[src/rtl/rdoc_pkg.sv]
// ----------------------------------------------------------------------------
// rdoc_pkg
// shared types and constants of the range digit occurrence counter
// ----------------------------------------------------------------------------
package rdoc_pkg;

  localparam int DIGITS = 8;
  localparam int BOUND_W = 27;
  localparam int OCC_W = 27;
  localparam int DIGIT_W = 4;
  localparam int POS_W = $clog2(DIGITS + 1);
  localparam int BCD_W = 4 * DIGITS;
  localparam int ACC_W = 64;
  localparam logic [DIGIT_W-1:0] LAST_DIGIT = 4'd9;

  typedef enum logic [2:0] {
    ST_IDLE,
    ST_CONV,
    ST_HI,
    ST_OUT
  } state_t;

  typedef struct packed {
    logic load;
    logic conv_step;
    logic count_hi;
    logic start_digit;
    logic next_digit;
  } dp_cmd_t;

  typedef struct packed {
    logic conv_done;
    logic pos_done;
    logic last_digit;
  } dp_stat_t;

  function automatic logic [ACC_W-1:0] pow10(input logic [POS_W-1:0] e);
    logic [ACC_W-1:0] p;
    p = 1;
    for (int k = 0; k < DIGITS; k++) begin
      if (k < int'(e)) p = p * 10;
    end
    return p;
  endfunction

endpackage

[src/rtl/rdoc_ctrl.sv]
// ----------------------------------------------------------------------------
// rdoc_ctrl
// sequencer for conversion, per-digit counting and result transfer
// ----------------------------------------------------------------------------
module rdoc_ctrl import rdoc_pkg::*; (
  input  logic     clk,
  input  logic     rst,
  input  logic     in_valid,
  output logic     in_ready,
  output logic     out_valid,
  input  logic     out_ready,
  output logic     out_last,
  input  dp_stat_t stat,
  output dp_cmd_t  cmd
);

  state_t state, state_next;

  always_ff @(posedge clk) begin
    if (rst) state <= ST_IDLE;
    else state <= state_next;
  end

  always_comb begin
    state_next = state;
    case (state)
      ST_IDLE: if (in_valid) state_next = ST_CONV;
      ST_CONV: if (stat.conv_done) state_next = ST_HI;
      ST_HI:   if (stat.pos_done) state_next = ST_OUT;
      ST_OUT:  if (out_ready) state_next = stat.last_digit ? ST_IDLE : ST_HI;
      default: state_next = ST_IDLE;
    endcase
  end

  always_comb begin
    cmd = '0;
    in_ready = 1'b0;
    out_valid = 1'b0;
    out_last = 1'b0;
    case (state)
      ST_IDLE: begin
        in_ready = 1'b1;
        cmd.load = in_valid;
      end
      ST_CONV: begin
        cmd.conv_step = 1'b1;
        cmd.start_digit = stat.conv_done;
      end
      ST_HI: cmd.count_hi = 1'b1;
      ST_OUT: begin
        out_valid = 1'b1;
        out_last = stat.last_digit;
        cmd.next_digit = out_ready;
        cmd.start_digit = out_ready;
      end
      default: ;
    endcase
  end

endmodule

[config.mk]
export PLATFORM = sky130hd
export DESIGN_NAME = rdoc_ctrl
export DESIGN_NICKNAME = d
export VERILOG_FILES = /design/src/rtl/rdoc_pkg.sv /design/src/rtl/rdoc_ctrl.sv
export SDC_FILE = /design/constraint.sdc
export NUM_CORES = 1
export LEC_CHECK = 0
export BUFFER_PORTS_ARGS = -buffer_cell sky130_fd_sc_hd__buf_2
export CORE_AREA = 5 5 42 44
export CTS_CLUSTER_SIZE = 10
export DETAILED_ROUTE_END_ITERATION = 10
export DIE_AREA = 0 0 47 49
export GPL_ROUTABILITY_DRIVEN = 1
export PLACE_DENSITY = 0.39
export SYNTH_ARGS = -nofsm -noshare
export SYNTH_HDL_FRONTEND = slang
export SYNTH_SLANG_ARGS = --single-unit
[constraint.sdc]
create_clock -name clk -period 1.26 [get_ports clk]
set_input_delay 0.126 -clock clk [delete_from_list [all_inputs] [get_ports clk]]
set_output_delay 0.126 -clock clk [all_outputs]
set_load 0.05 [all_outputs]
==> Word level (Yosys, flattened, before mapping) <==
Cells that the tools add are included.
{ "totals": {"inputBits": 7, "out_inout_bits": 8, "wordCells": 24, "ff_bits": 3} }
{ "classes": {"eq_ne": 7, "n_mux": 14, "reduce_logical": 2} }
{ "op_table": {"columns": ["operator", "count"], "rows": [
  ["$mux W3", 4],
  ["$pmux W3 S4", 1],
  ["$ne A2 B2 Y1 const B", 4],
  ["$mux W1", 7],
  ["$eq A3 B2 Y1 const B", 2],
  ["$reduce_and A4 Y1", 1],
  ["$eq A3 B1 Y1 const B", 1],
  ["$logic_not A3 Y1", 1],
  ["$mux W2", 1],
  ["$pmux W1 S2", 1]
]} }

==> Longest topological paths before layout <==
Gate-level depths: netlist of the first run.
{ "logic_depth": {"ltp_word": 3, "mapped_depth": 3} }

==> Least setup slack after synthesis of the first run <==
OpenSTA, ideal clock, no wires.
{ "synth_timing": {"path_type": "reg-to-output", "from": "register state[0]", "to": "output port cmd[4] in the netlist's numbering", "required_time_ns": 1.134, "t_arrival_ns": 1.646, "setup_slack_ns": -0.512, "path_stages_with_launch": 4, "cell_sequence": "dfxtp_1 > buf_2 > nor2_1 > and2_1"} }
{ "synth_rtl": {"columns": ["element", "line_no", "text"], "rows": [
  ["start: declaration", "rdoc_ctrl.sv:17", "state_t state, state_next;"],
  ["start signal: assignment", "rdoc_ctrl.sv:21", "else state <= state_next;"],
  ["end: declaration", "rdoc_ctrl.sv:14", "output dp_cmd_t cmd"]
]} }

==> results of run 1 <==
==> critical path: stages, from the launching register on <==
cell,delay (ns)
sky130_fd_sc_hd__dfxtp_4,0.35
sky130_fd_sc_hd__mux2i_2,0.27
sky130_fd_sc_hd__nor2b_2,0.07
sky130_fd_sc_hd__buf_4,0.19
==> metrics by stage <==
step / TNS [ns] / area [µm²] / hold slack (ns) / worst slack (ns) / utilization [%]
finish: 0 / 349 / 0.234 / 0.0243 / 24.9
global route: -0.0142 / 349 / 0.240 / -0.0142 / 24.9
CTS: 0 / 334 / 0.229 / 0.00250 / 23.8
detailed placement: 0 / 278 / 0.468 / 0.161 / 19.8
global placement: 0 / 278 / 0.456 / 0.162 / 19.8
floorplan: 0 / 189 / 0.326 / 0.0349 / -
==> cells by family after synthesis <==
| kind of cell | count (synthesis) | share of synthesized area (%) |
|---|---|---|
| AND/OR/NAND/NOR | 12 | 40.7 |
| flip-flops | 2 | 22.9 |
| multiplexers | 2 | 14.3 |
| buffers and inverters | 3 | 11.4 |
| AO/OA/AOI/OAI | 2 | 10.7 |
==> cells in the final DEF (no fill, tap or decap) <==
master                     count
sky130_fd_sc_hd__nor2_4        1
sky130_fd_sc_hd__a22o_1        1
sky130_fd_sc_hd__buf_4         6
sky130_fd_sc_hd__buf_6         2
sky130_fd_sc_hd__nor2_1        1
sky130_fd_sc_hd__nor2b_1       1
sky130_fd_sc_hd__and2_1        1
sky130_fd_sc_hd__nand3_1       1
sky130_fd_sc_hd__a32o_1        1
sky130_fd_sc_hd__and3_1        2
sky130_fd_sc_hd__mux2_4        1
sky130_fd_sc_hd__mux2i_2       1
sky130_fd_sc_hd__dfxtp_4       1
sky130_fd_sc_hd__inv_1         1
sky130_fd_sc_hd__and2b_1       2
sky130_fd_sc_hd__and2_2        1
sky130_fd_sc_hd__clkbuf_4      4
sky130_fd_sc_hd__nor2b_2       2
sky130_fd_sc_hd__dfxtp_2       1
sky130_fd_sc_hd__buf_2        10
==> per-layer routing <==
metal	wire, µm	global-route usage (%)
met2	283	8.60
met3	47	2.95
met1	229	6.33
met5	0	0
met4	26	6.91
==> repair_timing <==
item / 4_1_cts / 5_1_grt
endpoints found under the hold margin: 0 / 0
resized for setup: 5 / 6
setup buffers: 3 / 0
setup endpoints to repair: 6 / 6
==> worst min path at each step <==
| stage | start | to | slack [ns] | depth (start not counted) |
|---|---|---|---|---|
| 3_3_place_gp | stat[1] | state[0] | 0.46 | 3 |
| 3_5_place_dp | rst | state[1] | 0.47 | 3 |
| 5_1_grt | stat[1] | state[0] | 0.24 | 3 |
| 4_1_cts | rst | state[1] | 0.23 | 3 |
| 2_1_floorplan | rst | state[1] | 0.33 | 2 |
| 6_report | stat[1] | state[0] | 0.23 | 3 |
==> area by class of cell <==
class	count	area share (%)
Clock buffer	3	6.45
Timing Repair Buffer	19	35.8
Multi-Input combinational cell	16	38.0
Tap cell	16	5.73
Sequential cell	2	12.9
Inverter	1	1.08
==> power by group through the flow <==
stage	clock network (mW)	registers (mW)	logic, mW
floorplan	0	0.0726	0.136
global placement	0	0.0839	0.162
detailed placement	0	0.0841	0.160
CTS	0.157	0.0853	0.178
global route	0.168	0.0873	0.197
finish	0.150	0.0856	0.187
==> impl_metrics.tcl, run 1 <==
set metrics [dict create \
    grt_start_max_net_pins 11 \
    flow.area_growth_from_synthesis_pct 99.3 \
    drt_wl_total_um 587 \
    worstSetupEndpoint "cmd[1]" \
    postSynth.topFlopCell "sky130_fd_sc_hd__dfxtp_1" \
    finalCriticalPeriod_ns 1.24 \
    synth_edf_count 0 \
    yosys-top-cells-area "sky130_fd_sc_hd__dfxtp_1, sky130_fd_sc_hd__nor2b_1, sky130_fd_sc_hd__and2b_1" \
    count_of_yosys_warnings_during_synthesis 0 \
    layout-drive-gt1-share_pct 73.2 \
    synth_top_cell_by_area "sky130_fd_sc_hd__dfxtp_1" \
    fp.dieH_um 49 \
    max-clock-path-buffers 2 \
    iter_0_drt_violations 3 \
    syn_inst 21 \
    outcome "completed" \
    rsz0062_at_grt "true" \
    hold_path_class "input port to flop" \
    gr-usage-all-layers_pct 6.32 \
    seqCellArea_um2 45.0 \
    design_internal_power_mw 0.255 \
    die_w_um 47 \
    n_antenna_cell 0 \
    report.final.hold_viol_count 0 \
    fillCellCount 161 \
    worst_ep_arrival_time_ns 1.11 \
    worstPathMaxFanout 3 \
    ant_nets 0 \
    setup.worst_path.end_class "primary output" \
    post_drt_via_cell_ratio 3.91 \
    p_per_area_mw_per_mm2 1210 \
    netlist.area_leader.share_pct 22.9 \
    largest_registers "state: 2 flops" \
    pleak_nw 0.186 \
    p_total_mw 0.422 \
    synthesis.area_um2 175 \
    tightestPinTransition_ns 0.224 \
    grt_overflow_total 0 \
    place.port_buffers 14 \
    dieArea_mm2 0.00230 \
    worst_slew_margin_rel_pct 84.8 \
    synth_async_sr_flop_share_pct 0 \
    num_io_pins 15 \
    worstSetupStartpoint "state[1]" \
    drv_cap 0 \
    largest_register_ff_count 2 \
    timing.critical_path.from_type "flop" \
    count_of_hold_buffers_inserted_by_post_cts_repair 0 \
    final_period_util_pct 98.1 \
    gp_congestion 0.681 \
    cts_tree "built" \
    net_count_synth 28 \
    startpoint_to_endpoint_class_of_the_critical_path "flop to primary output" \
    cts.sinks 2 \
    postSynthRegisterBits 2 \
    core_area_mm2 0.00140 \
    netSwitchingFraction_pct 39.6 \
    core.rowCount 14 \
    grt_first_pass_wirelength_um 986 \
    place_inst 51 \
    finClkSkew_ns 0.000213 \
    worst_ir_drop_vdd_mv 0.463 \
    netSwitchingPower_mw 0.167 \
    sequential_element_share_of_the_synthesized_area_pct 22.9 \
    cts.reportedPaths.clkPinSlew_ns 0.03 \
    crit_required_ns 1.13 \
    worstSkewPairLatency_ns 0.23 \
    initial_utilization_pct 12.5 \
    antenna_found_initial 0 \
    final-max-slew-violation-count 0 \
    ctsHtreeMaxLevel 1 \
    setup_viol 0 \
    maxClockFrequency_mhz 809 \
    yosysMostFrequentCell "sky130_fd_sc_hd__nor2b_1" \
    count_of_unique_library_cells_instantiated_by_yosys 14 \
    worst_r2r_setup_slack_ns 0.07 \
    power.clock.fraction_pct 35.5 \
    power.share.combinational_pct 44.3 \
    post_drt_wl_per_cell_um 10.3 \
    post-route-drc-count 0 \
    r2r_end "state[0]" \
    final_hpwl_dp_um 400 \
    register_bank_with_the_most_flops "state" \
    routed-via-count 223 \
    grt_pass1_vias 246 \
    multiInputGateArea_um2 133 \
    clock-root-buffer "sky130_fd_sc_hd__clkbuf_4" \
    timing.rr.start "state[1]" \
    final_layout_net_count 50 \
    pwr-share-seq_pct 20.3 \
    tritoncts_buffers 3 \
    layoutNonFillerInstCount 57 \
    synth.avg_cell_area_um2 8.34 \
    rr_worst_depth 5 \
    detailedRoute.firstPassIterationCount 4 \
]
(Power assumes the default switching activity.)
==> run 2, diff against run 1 <==
Settings changed: CELL_PAD_IN_SITES_DETAIL_PLACEMENT set to 0, CELL_PAD_IN_SITES_GLOBAL_PLACEMENT set to 1, PLACE_DENSITY 0.39 to 0.51.
==> run 2 against run 1 <==
Effect of this change: sequential share of layout area fell by 0.57 points; core utilization rose by 1.2 points; sequential cell count did not move; critical endpoint is now cmd[3].
==> impl_metrics.tcl, run 2 (synthesized netlist as in run 1, its figures left out) <==
set metrics [dict create \
    largest_registers "state: 2 flops" \
    ctsHtreeMaxLevel 1 \
    final_layout_net_count 48 \
    grt_overflow_total 0 \
    mostFrequentLayoutCells "sky130_fd_sc_hd__buf_2, sky130_fd_sc_hd__clkbuf_4, sky130_fd_sc_hd__buf_4" \
    iter_0_drt_violations 0 \
    max-clock-path-buffers 2 \
    grt_pass1_vias 243 \
    seqCellArea_um2 45.0 \
    startpoint_to_endpoint_class_of_the_critical_path "flop to primary output" \
    final_period_util_pct 96.5 \
    register_bank_with_the_most_flops "state" \
    drt_wl_total_um 522 \
    post-route-drc-count 0 \
    place.port_buffers 14 \
    flow.area_growth_from_synthesis_pct 109 \
    layout.cells.most_common "sky130_fd_sc_hd__buf_2" \
    grt_start_max_net_pins 11 \
    cts.sinks 2 \
    detailedRoute.firstPassIterationCount 1 \
    worst_ir_drop_vdd_mv 0.332 \
    fp.dieH_um 49 \
    n_antenna_cell 0 \
    crit_required_ns 1.13 \
    gp_congestion 0.637 \
    final-max-slew-violation-count 0 \
    cts.reportedPaths.clkPinSlew_ns 0.03 \
    setup.worst_path.end_class "primary output" \
    tritoncts_buffers 3 \
    dieArea_mm2 0.00230 \
    clock-root-buffer "sky130_fd_sc_hd__clkbuf_4" \
    worst_ep_arrival_time_ns 1.09 \
    drv_cap 0 \
    initial_utilization_pct 12.5 \
    largest_register_ff_count 2 \
    final_layout_setup_total_negative_slack_ns 0 \
    cts_tree "built" \
    core_area_mm2 0.00140 \
    worstSkewPairLatency_ns 0.22 \
    outcome "completed" \
    timing.critical_path.from_type "flop" \
    final_hpwl_dp_um 398 \
    layout-drive-gt1-share_pct 71.8 \
    grt_first_pass_wirelength_um 959 \
    post_drt_wl_per_cell_um 9.49 \
    antenna_found_initial 0 \
    p_total_mw 0.424 \
    worstPathMaxFanout 6 \
    routed-via-count 211 \
    num_io_pins 15 \
    fillCellCount 169 \
    pleak_nw 0.182 \
    die_w_um 47 \
    tightestPinTransition_ns 0.249 \
    p_per_area_mw_per_mm2 1160 \
    hold_path_class "input port to flop" \
    finClkSkew_ns 0.000418 \
    setup_viol 0 \
    final_core_util_pct 26.1 \
    worst_slew_margin_rel_pct 83.5 \
    gr-usage-all-layers_pct 6.05 \
    post_drt_via_cell_ratio 3.84 \
    finalCriticalPeriod_ns 1.22 \
    rsz0062_at_grt "false" \
    ant_nets 0 \
    core.rowCount 14 \
    maxClockFrequency_mhz 822 \
    report.final.hold_viol_count 0 \
    multiInputGateArea_um2 143 \
    count_of_hold_buffers_inserted_by_post_cts_repair 0 \
]
## run 2: metal layers
metal	share of wire [%]	up-vias	GRT usage, %
met5	0	-	0
met4	0	0	6.91
met3	8.4	0	2.95
met2	47	10	7.01
met1	44	94	7.02
li1	-	107	-
## run 2: path summary, 6_finish.rpt
check	startpoint	end	slack [ns]	cells past startpoint
min reg2reg	state[1]	state[1]	0.58	1
max reg2reg	state[1]	state[0]	0.07	4
min	stat[1]	state[0]	0.24	3
max	state[1]	cmd[3]	0.04	3
## run 2: stage by stage
step,setup WS (ns),hold slack (ns),std cells,area [µm²]
after floorplan,0.0349,0.326,21,189
after global placement,0.0857,0.464,50,283
after detailed placement,0.0904,0.461,50,283
after CTS,0.00876,0.224,54,329
after global routing,0.00518,0.258,55,365
final,0.0442,0.235,55,365
## run 2: timing repair
| item | in CTS | in global routing |
|---|---|---|
| cloned | 0 | 0 |
| buffers inserted | 1 | 1 |
| gates resized for setup | 7 | 8 |
| endpoints found under the hold margin | 0 | 0 |
| setup endpoints to repair | 7 | 5 |
## run 2: worst max-delay path, cell delays in order (launching register included)
cell and delay [ns]:
sky130_fd_sc_hd__dfxtp_4 0.36, sky130_fd_sc_hd__buf_12 0.13, sky130_fd_sc_hd__and2b_1 0.18, sky130_fd_sc_hd__buf_4 0.19
## run 2: area by class of cell
| type | count | area share (%) |
|---|---|---|
| Inverter | 1 | 1.03 |
| Tap cell | 16 | 5.48 |
| Clock buffer | 3 | 6.16 |
| Timing Repair Buffer | 17 | 36.0 |
| Multi-Input combinational cell | 16 | 39.0 |
| Sequential cell | 2 | 12.3 |
## run 2: power breakdown
group	internal (mW)	switching [mW]	leakage, nW
Combinational	0.0870	0.106	0.151
Sequential	0.0714	0.0178	0.0175
Clock	0.105	0.0366	0.0138
Total	0.264	0.161	0.182
